[config.mk]
export PLATFORM = sky130hd
export DESIGN_NAME = gopher_menu_line_parser
export DESIGN_NICKNAME = d
export VERILOG_FILES = /design/src/hw/rtl/gml_pkg.sv /design/src/hw/rtl/gopher_menu_line_parser.sv /design/src/hw/rtl/gml_core.sv
export SDC_FILE = /design/constraint.sdc
export NUM_CORES = 1
export LEC_CHECK = 0
export BUFFER_PORTS_ARGS = -buffer_cell sky130_fd_sc_hd__buf_4
export CAP_MARGIN = 25
export CORE_ASPECT_RATIO = 1.75
export CORE_MARGIN = 3
export CORE_UTILIZATION = 62
export CTS_CLUSTER_SIZE = 8
export DETAILED_ROUTE_END_ITERATION = 6
export PLACE_DENSITY = 0.81
export SETUP_SLACK_MARGIN = 0.3
export SYNTH_ARGS = -nofsm -noshare
export SYNTH_HDL_FRONTEND = slang
export SYNTH_SLANG_ARGS = --single-unit
[constraint.sdc]
create_clock -name clk -period 6.15 [get_ports clk]
set_clock_uncertainty 0.2 [all_clocks]
set_input_delay 0.3075 -clock clk [delete_from_list [all_inputs] [get_ports clk]]
set_output_delay 0.3075 -clock clk [all_outputs]
set_load 0.02 [all_outputs]
[src/hw/rtl/gml_pkg.sv]
`timescale 1ns / 1ps
// ----------------------------------------------------------------------------
// gml_pkg
// Types, character codes and per-byte update functions of the menu line
// parser.
// ----------------------------------------------------------------------------
package gml_pkg;

	localparam int PORT_TEXT_BYTES = 16;
	localparam int PORT_SEEN_W     = $clog2(PORT_TEXT_BYTES);
	localparam int SLOTS           = 4;
	localparam int SLOT_CNT_W      = $clog2(SLOTS + 1);

	localparam logic [15:0] DEFAULT_PORT_RESET = 16'd70;
	localparam logic [15:0] COUNT_MAX          = 16'hFFFF;
	localparam logic [16:0] PORT_CAP           = 17'd65536;

	localparam logic [7:0] CH_TAB   = 8'h09;
	localparam logic [7:0] CH_LF    = 8'h0A;
	localparam logic [7:0] CH_CR    = 8'h0D;
	localparam logic [7:0] CH_SPACE = 8'h20;
	localparam logic [7:0] CH_PLUS  = 8'h2B;
	localparam logic [7:0] CH_MINUS = 8'h2D;
	localparam logic [7:0] CH_DOT   = 8'h2E;
	localparam logic [7:0] CH_ZERO  = 8'h30;
	localparam logic [7:0] CH_NINE  = 8'h39;
	localparam logic [7:0] CH_I     = 8'h69;
	localparam logic [7:0] CH_VT_LO = 8'h09;
	localparam logic [7:0] CH_VT_HI = 8'h0D;

	localparam logic [1:0] FIELD_PORT = 2'd3;

	typedef enum logic [2:0] {
		KIND_DISPLAY    = 3'd0,
		KIND_SELECTOR   = 3'd1,
		KIND_HOST       = 3'd2,
		KIND_RECORD_END = 3'd3,
		KIND_DONE       = 3'd4
	} kind_t;

	typedef enum logic [1:0] {
		LINE_EMPTY = 2'd0,
		LINE_HELD  = 2'd1,
		LINE_MORE  = 2'd2
	} line_phase_t;

	typedef enum logic [1:0] {
		PORT_SKIP   = 2'd0,
		PORT_SIGN   = 2'd1,
		PORT_DIGITS = 2'd2,
		PORT_STOP   = 2'd3
	} port_phase_t;

	typedef struct packed {
		line_phase_t             line_phase;
		logic [7:0]              held;
		logic                    has_tab;
		logic [1:0]              field;
		logic                    cr_pend;
		port_phase_t             pphase;
		logic                    neg;
		logic [16:0]             acc;
		logic [PORT_SEEN_W-1:0]  seen;
		logic [15:0]             total;
		logic                    term;
	} line_state_t;

	typedef struct packed {
		kind_t       kind;
		logic [7:0]  data;
		logic [7:0]  item_type;
		logic        flag;
		logic [15:0] port;
		logic [15:0] count;
		logic        last;
	} res_t;

	typedef struct packed {
		res_t [SLOTS-1:0]      slot;
		logic [SLOT_CNT_W-1:0] count;
	} step_out_t;

	function automatic logic is_space(input logic [7:0] c);
		return (c inside {[CH_VT_LO:CH_VT_HI], CH_SPACE});
	endfunction

	function automatic line_state_t clear_line(input line_state_t st);
		line_state_t s;
		s       = '0;
		s.total = st.total;
		s.term  = st.term;
		return s;
	endfunction

	function automatic line_state_t port_feed(input line_state_t st, input logic [7:0] c);
		line_state_t s;
		logic        go;
		logic [20:0] prod;
		s    = st;
		go   = 1'b0;
		prod = '0;
		if (s.seen < PORT_SEEN_W'(PORT_TEXT_BYTES - 1)) begin
			s.seen = s.seen + 1'b1;
			case (s.pphase)
				PORT_SKIP: begin
					if (!is_space(c)) begin
						if (c == CH_MINUS || c == CH_PLUS) begin
							s.neg    = (c == CH_MINUS);
							s.pphase = PORT_SIGN;
						end else begin
							s.pphase = PORT_DIGITS;
							go       = 1'b1;
						end
					end
				end
				PORT_SIGN: begin
					s.pphase = PORT_DIGITS;
					go       = 1'b1;
				end
				PORT_DIGITS: go = 1'b1;
				default: go = 1'b0;
			endcase
			if (go) begin
				if (c inside {[CH_ZERO:CH_NINE]}) begin
					prod = ({4'b0, s.acc} << 3) + ({4'b0, s.acc} << 1)
						+ {13'b0, c - CH_ZERO};
					s.acc = (prod > {4'b0, PORT_CAP}) ? PORT_CAP : prod[16:0];
				end else begin
					s.pphase = PORT_STOP;
				end
			end
		end
		return s;
	endfunction

	function automatic void feed_char(input line_state_t st, input logic [7:0] c,
			output line_state_t so, output res_t r, output logic e);
		line_state_t s;
		s = st;
		r = '0;
		e = 1'b0;
		if (s.line_phase == LINE_EMPTY) begin
			s.held       = c;
			s.has_tab    = (c == CH_TAB);
			s.line_phase = LINE_HELD;
		end else begin
			s.line_phase = LINE_MORE;
			if (s.field != FIELD_PORT) begin
				if (c == CH_TAB) begin
					s.field   = s.field + 1'b1;
					s.has_tab = 1'b1;
				end else begin
					e      = 1'b1;
					r.kind = kind_t'({1'b0, s.field});
					r.data = c;
				end
			end else begin
				s = port_feed(s, c);
			end
		end
		so = s;
	endfunction

	function automatic void end_line(input line_state_t st, input logic [15:0] dport,
			output line_state_t so, output res_t r, output logic e);
		line_state_t s;
		logic [15:0] port;
		s    = st;
		r    = '0;
		e    = 1'b0;
		port = dport;
		if (s.line_phase == LINE_HELD && s.held == CH_DOT) begin
			s.term = 1'b1;
		end else if (s.line_phase != LINE_EMPTY) begin
			if (s.field == FIELD_PORT && !s.neg && s.acc >= 17'd1
					&& s.acc <= {1'b0, COUNT_MAX})
				port = s.acc[15:0];
			if (s.total != COUNT_MAX)
				s.total = s.total + 1'b1;
			e           = 1'b1;
			r.kind      = KIND_RECORD_END;
			r.data      = s.held;
			r.item_type = s.has_tab ? s.held : CH_I;
			r.flag      = !s.has_tab;
			r.port      = port;
			r.count     = s.total;
		end
		so = clear_line(s);
	endfunction

endpackage

[src/hw/rtl/gopher_menu_line_parser.sv]
`timescale 1ns / 1ps
// ----------------------------------------------------------------------------
// gopher_menu_line_parser
// Streaming gopher menu parser: bytes in, tagged field bytes, record ends and
// a done item out.
// ----------------------------------------------------------------------------
// Input channel in_valid/in_ready carries one reply byte and end_of_buffer
// per transaction. Output channel out_valid/out_ready carries one result per
// transaction; last marks the final result caused by a byte.
// cfg_valid/cfg_ready writes default_port; cfg_ready is always high, and it
// should only be written while the parser is idle.
// A byte yields zero to four results. They are held in a four-entry result
// queue and appear from the cycle after the byte is taken, one per cycle
// unless stalled. A byte is taken when the queue is empty or its final entry
// leaves in the same cycle, so a byte's results all leave before the next's;
// bytes with at most one result stream at one per cycle unless stalled.
// A receiver stall holds the queue and, once it holds results, the input.
// Reset clears all parse state and the queue and sets default_port to 70.
// An end_of_buffer byte ends the reply: after its done item the parse state
// returns to its reset value, default_port excepted.
// ----------------------------------------------------------------------------
module gopher_menu_line_parser (
	input  logic        clk,
	input  logic        arst_n,
	input  logic        in_valid,
	output logic        in_ready,
	input  logic [7:0]  data_byte,
	input  logic        end_of_buffer,
	output logic        out_valid,
	input  logic        out_ready,
	output logic [2:0]  kind,
	output logic [7:0]  out_byte,
	output logic [7:0]  item_type,
	output logic        type_char_in_display,
	output logic [15:0] item_port,
	output logic [15:0] item_count,
	output logic        last,
	input  logic        cfg_valid,
	output logic        cfg_ready,
	input  logic [15:0] default_port
);
	import gml_pkg::*;

	logic [15:0]           default_port_q;
	res_t [SLOTS-1:0]      queue_q;
	logic [SLOT_CNT_W-1:0] cnt_q;
	step_out_t             step;
	logic                  in_fire;
	logic                  out_fire;

	assign cfg_ready = 1'b1;
	assign out_valid = (cnt_q != '0);
	assign out_fire  = out_valid && out_ready;
	assign in_ready  = (cnt_q == '0) || (out_ready && cnt_q == SLOT_CNT_W'(1));
	assign in_fire   = in_valid && in_ready;

	gml_core u_core (
		.clk           (clk),
		.arst_n        (arst_n),
		.accept        (in_fire),
		.data_byte     (data_byte),
		.end_of_buffer (end_of_buffer),
		.default_port  (default_port_q),
		.step          (step)
	);

	always_ff @(posedge clk or negedge arst_n) begin
		if (!arst_n) begin
			default_port_q <= DEFAULT_PORT_RESET;
		end else if (cfg_valid && cfg_ready) begin
			default_port_q <= default_port;
		end
	end

	always_ff @(posedge clk or negedge arst_n) begin
		if (!arst_n) begin
			cnt_q <= '0;
		end else if (in_fire) begin
			cnt_q <= step.count;
		end else if (out_fire) begin
			cnt_q <= cnt_q - 1'b1;
		end
	end

	always_ff @(posedge clk) begin
		if (in_fire) begin
			queue_q <= step.slot;
		end else if (out_fire) begin
			queue_q <= {res_t'('0), queue_q[SLOTS-1:1]};
		end
	end

	assign kind                 = queue_q[0].kind;
	assign out_byte             = queue_q[0].data;
	assign item_type            = queue_q[0].item_type;
	assign type_char_in_display = queue_q[0].flag;
	assign item_port            = queue_q[0].port;
	assign item_count           = queue_q[0].count;
	assign last                 = queue_q[0].last;

	a_last_is_final_entry: assert property (@(posedge clk) disable iff (!arst_n)
		out_valid |-> (last == (cnt_q == SLOT_CNT_W'(1))))
		else $error("last flag does not match final queued result");

	a_done_is_last: assert property (@(posedge clk) disable iff (!arst_n)
		(out_valid && kind == KIND_DONE) |-> last)
		else $error("done item not marked last");

	a_record_counted: assert property (@(posedge clk) disable iff (!arst_n)
		(out_valid && kind == KIND_RECORD_END) |-> (item_count != 16'd0))
		else $error("record end with zero count");

	a_queue_bound: assert property (@(posedge clk) disable iff (!arst_n)
		(out_valid && !out_ready) |=> (cnt_q == $past(cnt_q)))
		else $error("result queue changed while stalled");

endmodule

[src/hw/rtl/gml_core.sv]
`timescale 1ns / 1ps
// ----------------------------------------------------------------------------
// gml_core
// Line state registers and the per-byte update that produces up to four
// ordered results for one accepted byte.
// ----------------------------------------------------------------------------
module gml_core (
	input  logic               clk,
	input  logic               arst_n,
	input  logic               accept,
	input  logic [7:0]         data_byte,
	input  logic               end_of_buffer,
	input  logic [15:0]        default_port,
	output gml_pkg::step_out_t step
);
	import gml_pkg::*;

	line_state_t state_q;
	line_state_t f0_s, f1_s, f2_s;
	line_state_t s1, s2, s2b, s3, s_next;
	res_t        f0_r, f1_r, f2_r;
	logic        f0_e, f1_e, f2_e;
	logic        use_f0, use_f1, use_f2;
	res_t [SLOTS-1:0] cand;
	logic [SLOTS-1:0] en;
	logic [SLOT_CNT_W-1:0] n;

	always_comb begin
		use_f0 = !state_q.term && state_q.cr_pend && data_byte != CH_LF;
		feed_char(state_q, CH_CR, f0_s, f0_r, f0_e);
		s1 = use_f0 ? f0_s : state_q;

		use_f1 = !state_q.term && data_byte != CH_LF && data_byte != CH_CR;
		feed_char(s1, data_byte, f1_s, f1_r, f1_e);
		s2 = use_f1 ? f1_s : s1;

		s2b = s2;
		if (!state_q.term) begin
			if (data_byte == CH_CR)
				s2b.cr_pend = 1'b1;
			else if (data_byte != CH_LF)
				s2b.cr_pend = 1'b0;
		end

		use_f2 = !state_q.term && (data_byte == CH_LF || end_of_buffer);
		end_line(s2b, default_port, f2_s, f2_r, f2_e);
		s3 = use_f2 ? f2_s : s2b;

		s_next = end_of_buffer ? line_state_t'('0) : s3;

		en[0]   = use_f0 && f0_e;
		en[1]   = use_f1 && f1_e;
		en[2]   = use_f2 && f2_e;
		en[3]   = end_of_buffer;
		cand[0] = f0_r;
		cand[1] = f1_r;
		cand[2] = f2_r;
		cand[3] = '0;
		cand[3].kind  = KIND_DONE;
		cand[3].count = s3.total;
		cand[0].last  = !(en[1] || en[2] || en[3]);
		cand[1].last  = !(en[2] || en[3]);
		cand[2].last  = !en[3];
		cand[3].last  = 1'b1;
	end

	// pack enabled results in order
	always_comb begin
		step.slot = '0;
		n         = '0;
		for (int i = 0; i < SLOTS; i++) begin
			if (en[i]) begin
				step.slot[n[$clog2(SLOTS)-1:0]] = cand[i];
				n = n + 1'b1;
			end
		end
		step.count = n;
	end

	always_ff @(posedge clk or negedge arst_n) begin
		if (!arst_n) begin
			state_q <= '0;
		end else if (accept) begin
			state_q <= s_next;
		end
	end

endmodule
==> metrics.md <==
| Metric | Value |
|---|---|
| Worst setup path class | `input port to flop` |
| Distinct cells, synth | `a little over 90` |
| Status | `finished with violations` |
| Setup TNS | `0 ns` |
| Final HPWL DP | `between 30 and 40 mm` |
| Slew HR | `between 30 and 40%` |
| Synth area leaders | `edfxtp_1 39%, dfrtp_1 11%, nand2_1 5.3%, o21ai_0 5.0%, ha_1 4.1%` |
| Post-synth EDFFs | `210` |
| CTS Buf Count | `41` |
| Drt drc | `1` |
| Mean Syn Cell Area | `10.1 µm²` |
| Clk_lat worst skew | `approximately 0.54 ns` |
| Dominant cell type by area after synthesis | `edfxtp_1` |
| Post-route antenna net violation count | `0` |
| Drt pass-1 iters | `7` |
| Largest net degree at the start of global routing | `roughly 150` |
| N_diodes | `0` |
| Core area | `25600 µm²` |
| Failing checks | `design-rule violations` |
| Min Clock Period, post-route | `between 5 and 6 ns` |
| Switching share of power | `a little over a third` |
| Fraction of the yosys area taken by sequential cells | `between 50% and 60%` |
| Worst IR Drop VDD | `~0.25 mV` |
| Routed WL | `~45 mm` |
| Vias in the first global route | `13200` |
| Layout cells sized above 1 | `between 10% and 20%` |
| DR WL/cell | `around 23 µm` |
| Top-level I/O count | `between 80 and 90` |
| Die height | `between 200 and 250 µm` |
| Reg2reg setup slack | `about 0.76 ns` |
| Fraction of registers with async set/reset | `26.1%` |
| Vias per inst | `roughly 6.6` |
| Gate power share | `a little under a third` |
| H-tree depth | `2` |
| Via count | `13100` |
| Required @ worst endpoint | `6.22 ns` |
| Die width | `~130 µm` |
| Final Hold Fails | `0` |
| Max Buffers Root-to-Sink | `3` |
| Drt first-iter violations | `roughly 1400` |
| Worst Hold Class | `input port to flop` |
| Final Max Tran Viols | `0` |
| Row cnt | `77` |
| Synth Register Bits | `about 280` |
| Top cells by count, synth | `231 x nand2_1, 210 x edfxtp_1, 163 x o21ai_0, 98 x nor2_1, 80 x clkbuf_1` |
| Setup Viol. Count Final | `0` |
| Dominant synthesized flop cell | `edfxtp_1` |
| Critical Path Fanout Max | `10` |
| Final worst-path cycle share | `89.5%` |
| Crit path launch type | `input port` |
| Initial Util | `63.7%` |
| CTS tree | `yes` |
| Syn Inst Count | `~1600` |
| Total track usage | `between 30 and 40%` |
| Leak Pwr | `roughly 7.4 nW` |
| Number of synthesis warnings | `0` |
| Synthesis-to-finish area growth | `12.6%` |
| Final Power | `between 7 and 8 mW` |
| RSZ-0062 raised after global routing | `false` |
| Internal power | `between 4 and 5 mW` |
| Initial antenna violation count | `0` |
| Max Cap Viol | `0` |
| Mapped cell area | `16300 µm²` |
| Final Core Density | `71.7%` |
| Worst Setup End Kind | `flop` |
| Critical Path AT | `between 5 and 6 ns` |
| Clk pwr share | `between 20% and 30%` |
| Net Count, Synth | `roughly 1700` |
| Clock tree sinks | `between 200 and 300` |
| Final net count | `around 1700` |
| Switch Pwr | `~2.5 mW` |
| Clk slew on worst S/H paths | `0.05 ns` |
| Pwr per Cell Area | `between 300 and 400 nW/µm²` |
| Highest Clock Rate | `~180 MHz` |
| RD Place Congestion | `approximately 0.96` |
| Full die area | `around 28000 µm²` |
| Total gr overflow | `0` |
| Number of port buffers | `between 80 and 90` |
| Worst-Margin Slew | `about 1.0 ns` |
| CTS root buffer | `clkbuf_16` |
| Most common cell in the netlist | `nand2_1` |
| Sequential power share | `40.3%` |
| Share of the synthesized area in the top cell type | `about two fifths` |
| First-pass GRT wire length | `between 70 and 80 mm` |
[final timing paths]
| check | start | to | cells after the start |
|---|---|---|---|
| min in group asynchronous | arst_n | u_core.state_q[39] | 3 |
| max | data_byte[6] | queue_q[78] | 18 |
| min reg2reg | u_core.state_q[38] | u_core.state_q[38] | 1 |
| max reg2reg | u_core.state_q[0] | queue_q[78] | 16 |
| min | cfg_valid | default_port_q[6] | 2 |
| max in group asynchronous | arst_n | default_port_q[2] | 4 |
[what timing repair did]
item / 4_1_cts / 5_1_grt
buffers inserted: 0 / 0
endpoints found under the hold margin: 95 / 8
resized for setup: 0 / 0
hold buffers: 34 / 1
[cell families after synthesis]
group / after synthesis / share of synthesized area [%]
simple gates: 495 / 14.1
compound gates: 494 / 20.1
flops: 284 / 50.0
buf+inv: 205 / 6.23
fa+ha+maj: 60 / 4.86
mux: 36 / 2.58
xor+xnor: 35 / 2.06
other cells: 1 / 0.0230
[flip-flops by register name, summed over array words and instances, names as in the netlist]
signal,flops
cnt_q,3
default_port_q,16
item_count,16
item_port,16
item_type,8
kind,3
last,1
out_byte,8
queue_q,157
type_char_in_display,1
u_core.state_q,55
[cells in the final DEF, fill, tap and decap left out, types with 6 or more instances in the layout]
cell type      instances
and2_1                13
o221ai_1              26
dlygate4sd3_1         35
nand3_1               48
nand2_1              230
dfrtp_1               71
clkbuf_1              30
clkbuf_16             42
ha_1                  53
o21a_1                30
or3_1                  8
xor2_1                13
a21oi_1               56
a22oi_1               12
o31ai_1               26
mux2_2                17
nor2b_1               10
a22o_1                32
a31oi_1               12
mux2i_2               10
a211oi_1               7
inv_1                 51
and4_1                 6
edfxtp_1             210
a21o_1                13
nand2b_1               6
fa_1                   6
o21ai_1               36
nor2_1                98
mux2i_1                8
nor3_1                12
and3_1                11
o211ai_1               9
buf_4                113
nand4_1               15
xnor2_1               18
nor4_1                 8
o21ai_0              162
o22ai_1               23
[metrics by stage]
| stage | std cells | hold slack [ns] | worst slack [ns] | cell area [µm²] |
|---|---|---|---|---|
| 2_1_floorplan | 1610 | -0.188 | 1.33 | 16300 |
| 6_report | 1997 | 0.0248 | 0.645 | 18400 |
| 3_3_place_gp | 1886 | 0.278 | 0.603 | 16800 |
| 3_5_place_dp | 1886 | 0.294 | 0.426 | 16800 |
| 4_1_cts | 1995 | 0.00246 | 0.729 | 18300 |
| 5_1_grt | 1997 | 0.0121 | 0.339 | 18400 |
[metal layers]
layer	vias up	global-route usage, %	share of wire (%)
met2	683	56.3	52
met5	-	0	0
met4	0	25.1	8.8
met3	214	4.47	6.0
li1	5971	-	-
met1	6272	34.0	33
[power groups by stage]
stage,Combinational [mW],Clock [mW],Sequential [mW]
floorplan,1.60,0,2.88
global placement,2.08,0,2.92
CTS,2.16,2.13,2.91
global route,2.38,2.22,2.95
finish,2.19,2.12,2.91
detailed placement,2.13,0,2.94
[worst max-delay path, stage by stage]
cell	delay, ns
dlygate4sd3_1	0.52
buf_4	0.18
and4bb_4	0.28
a211oi_4	0.38
nand2_1	0.10
a31oi_1	0.44
mux2_2	0.43
ha_1	0.26
and2_1	0.18
a41oi_2	0.24
o311ai_4	0.22
or3_1	0.45
o21ai_0	0.38
o211ai_1	0.26
a31oi_2	0.19
buf_4	0.29
mux2i_2	0.34
o21ai_1	0.12
[cell type report]
cell class                      instances  area (µm²)
Fill cell                            1853        7260
Tap cell                              316         395
Sequential cell                       284        8160
Clock buffer                           72        1160
Multi-Input combinational cell       1121        7160
Clock inverter                          3        41.3
Timing Repair Buffer                  150        1250
Inverter                               51         191
Note: power is estimated with default switching activity, not from simulation.
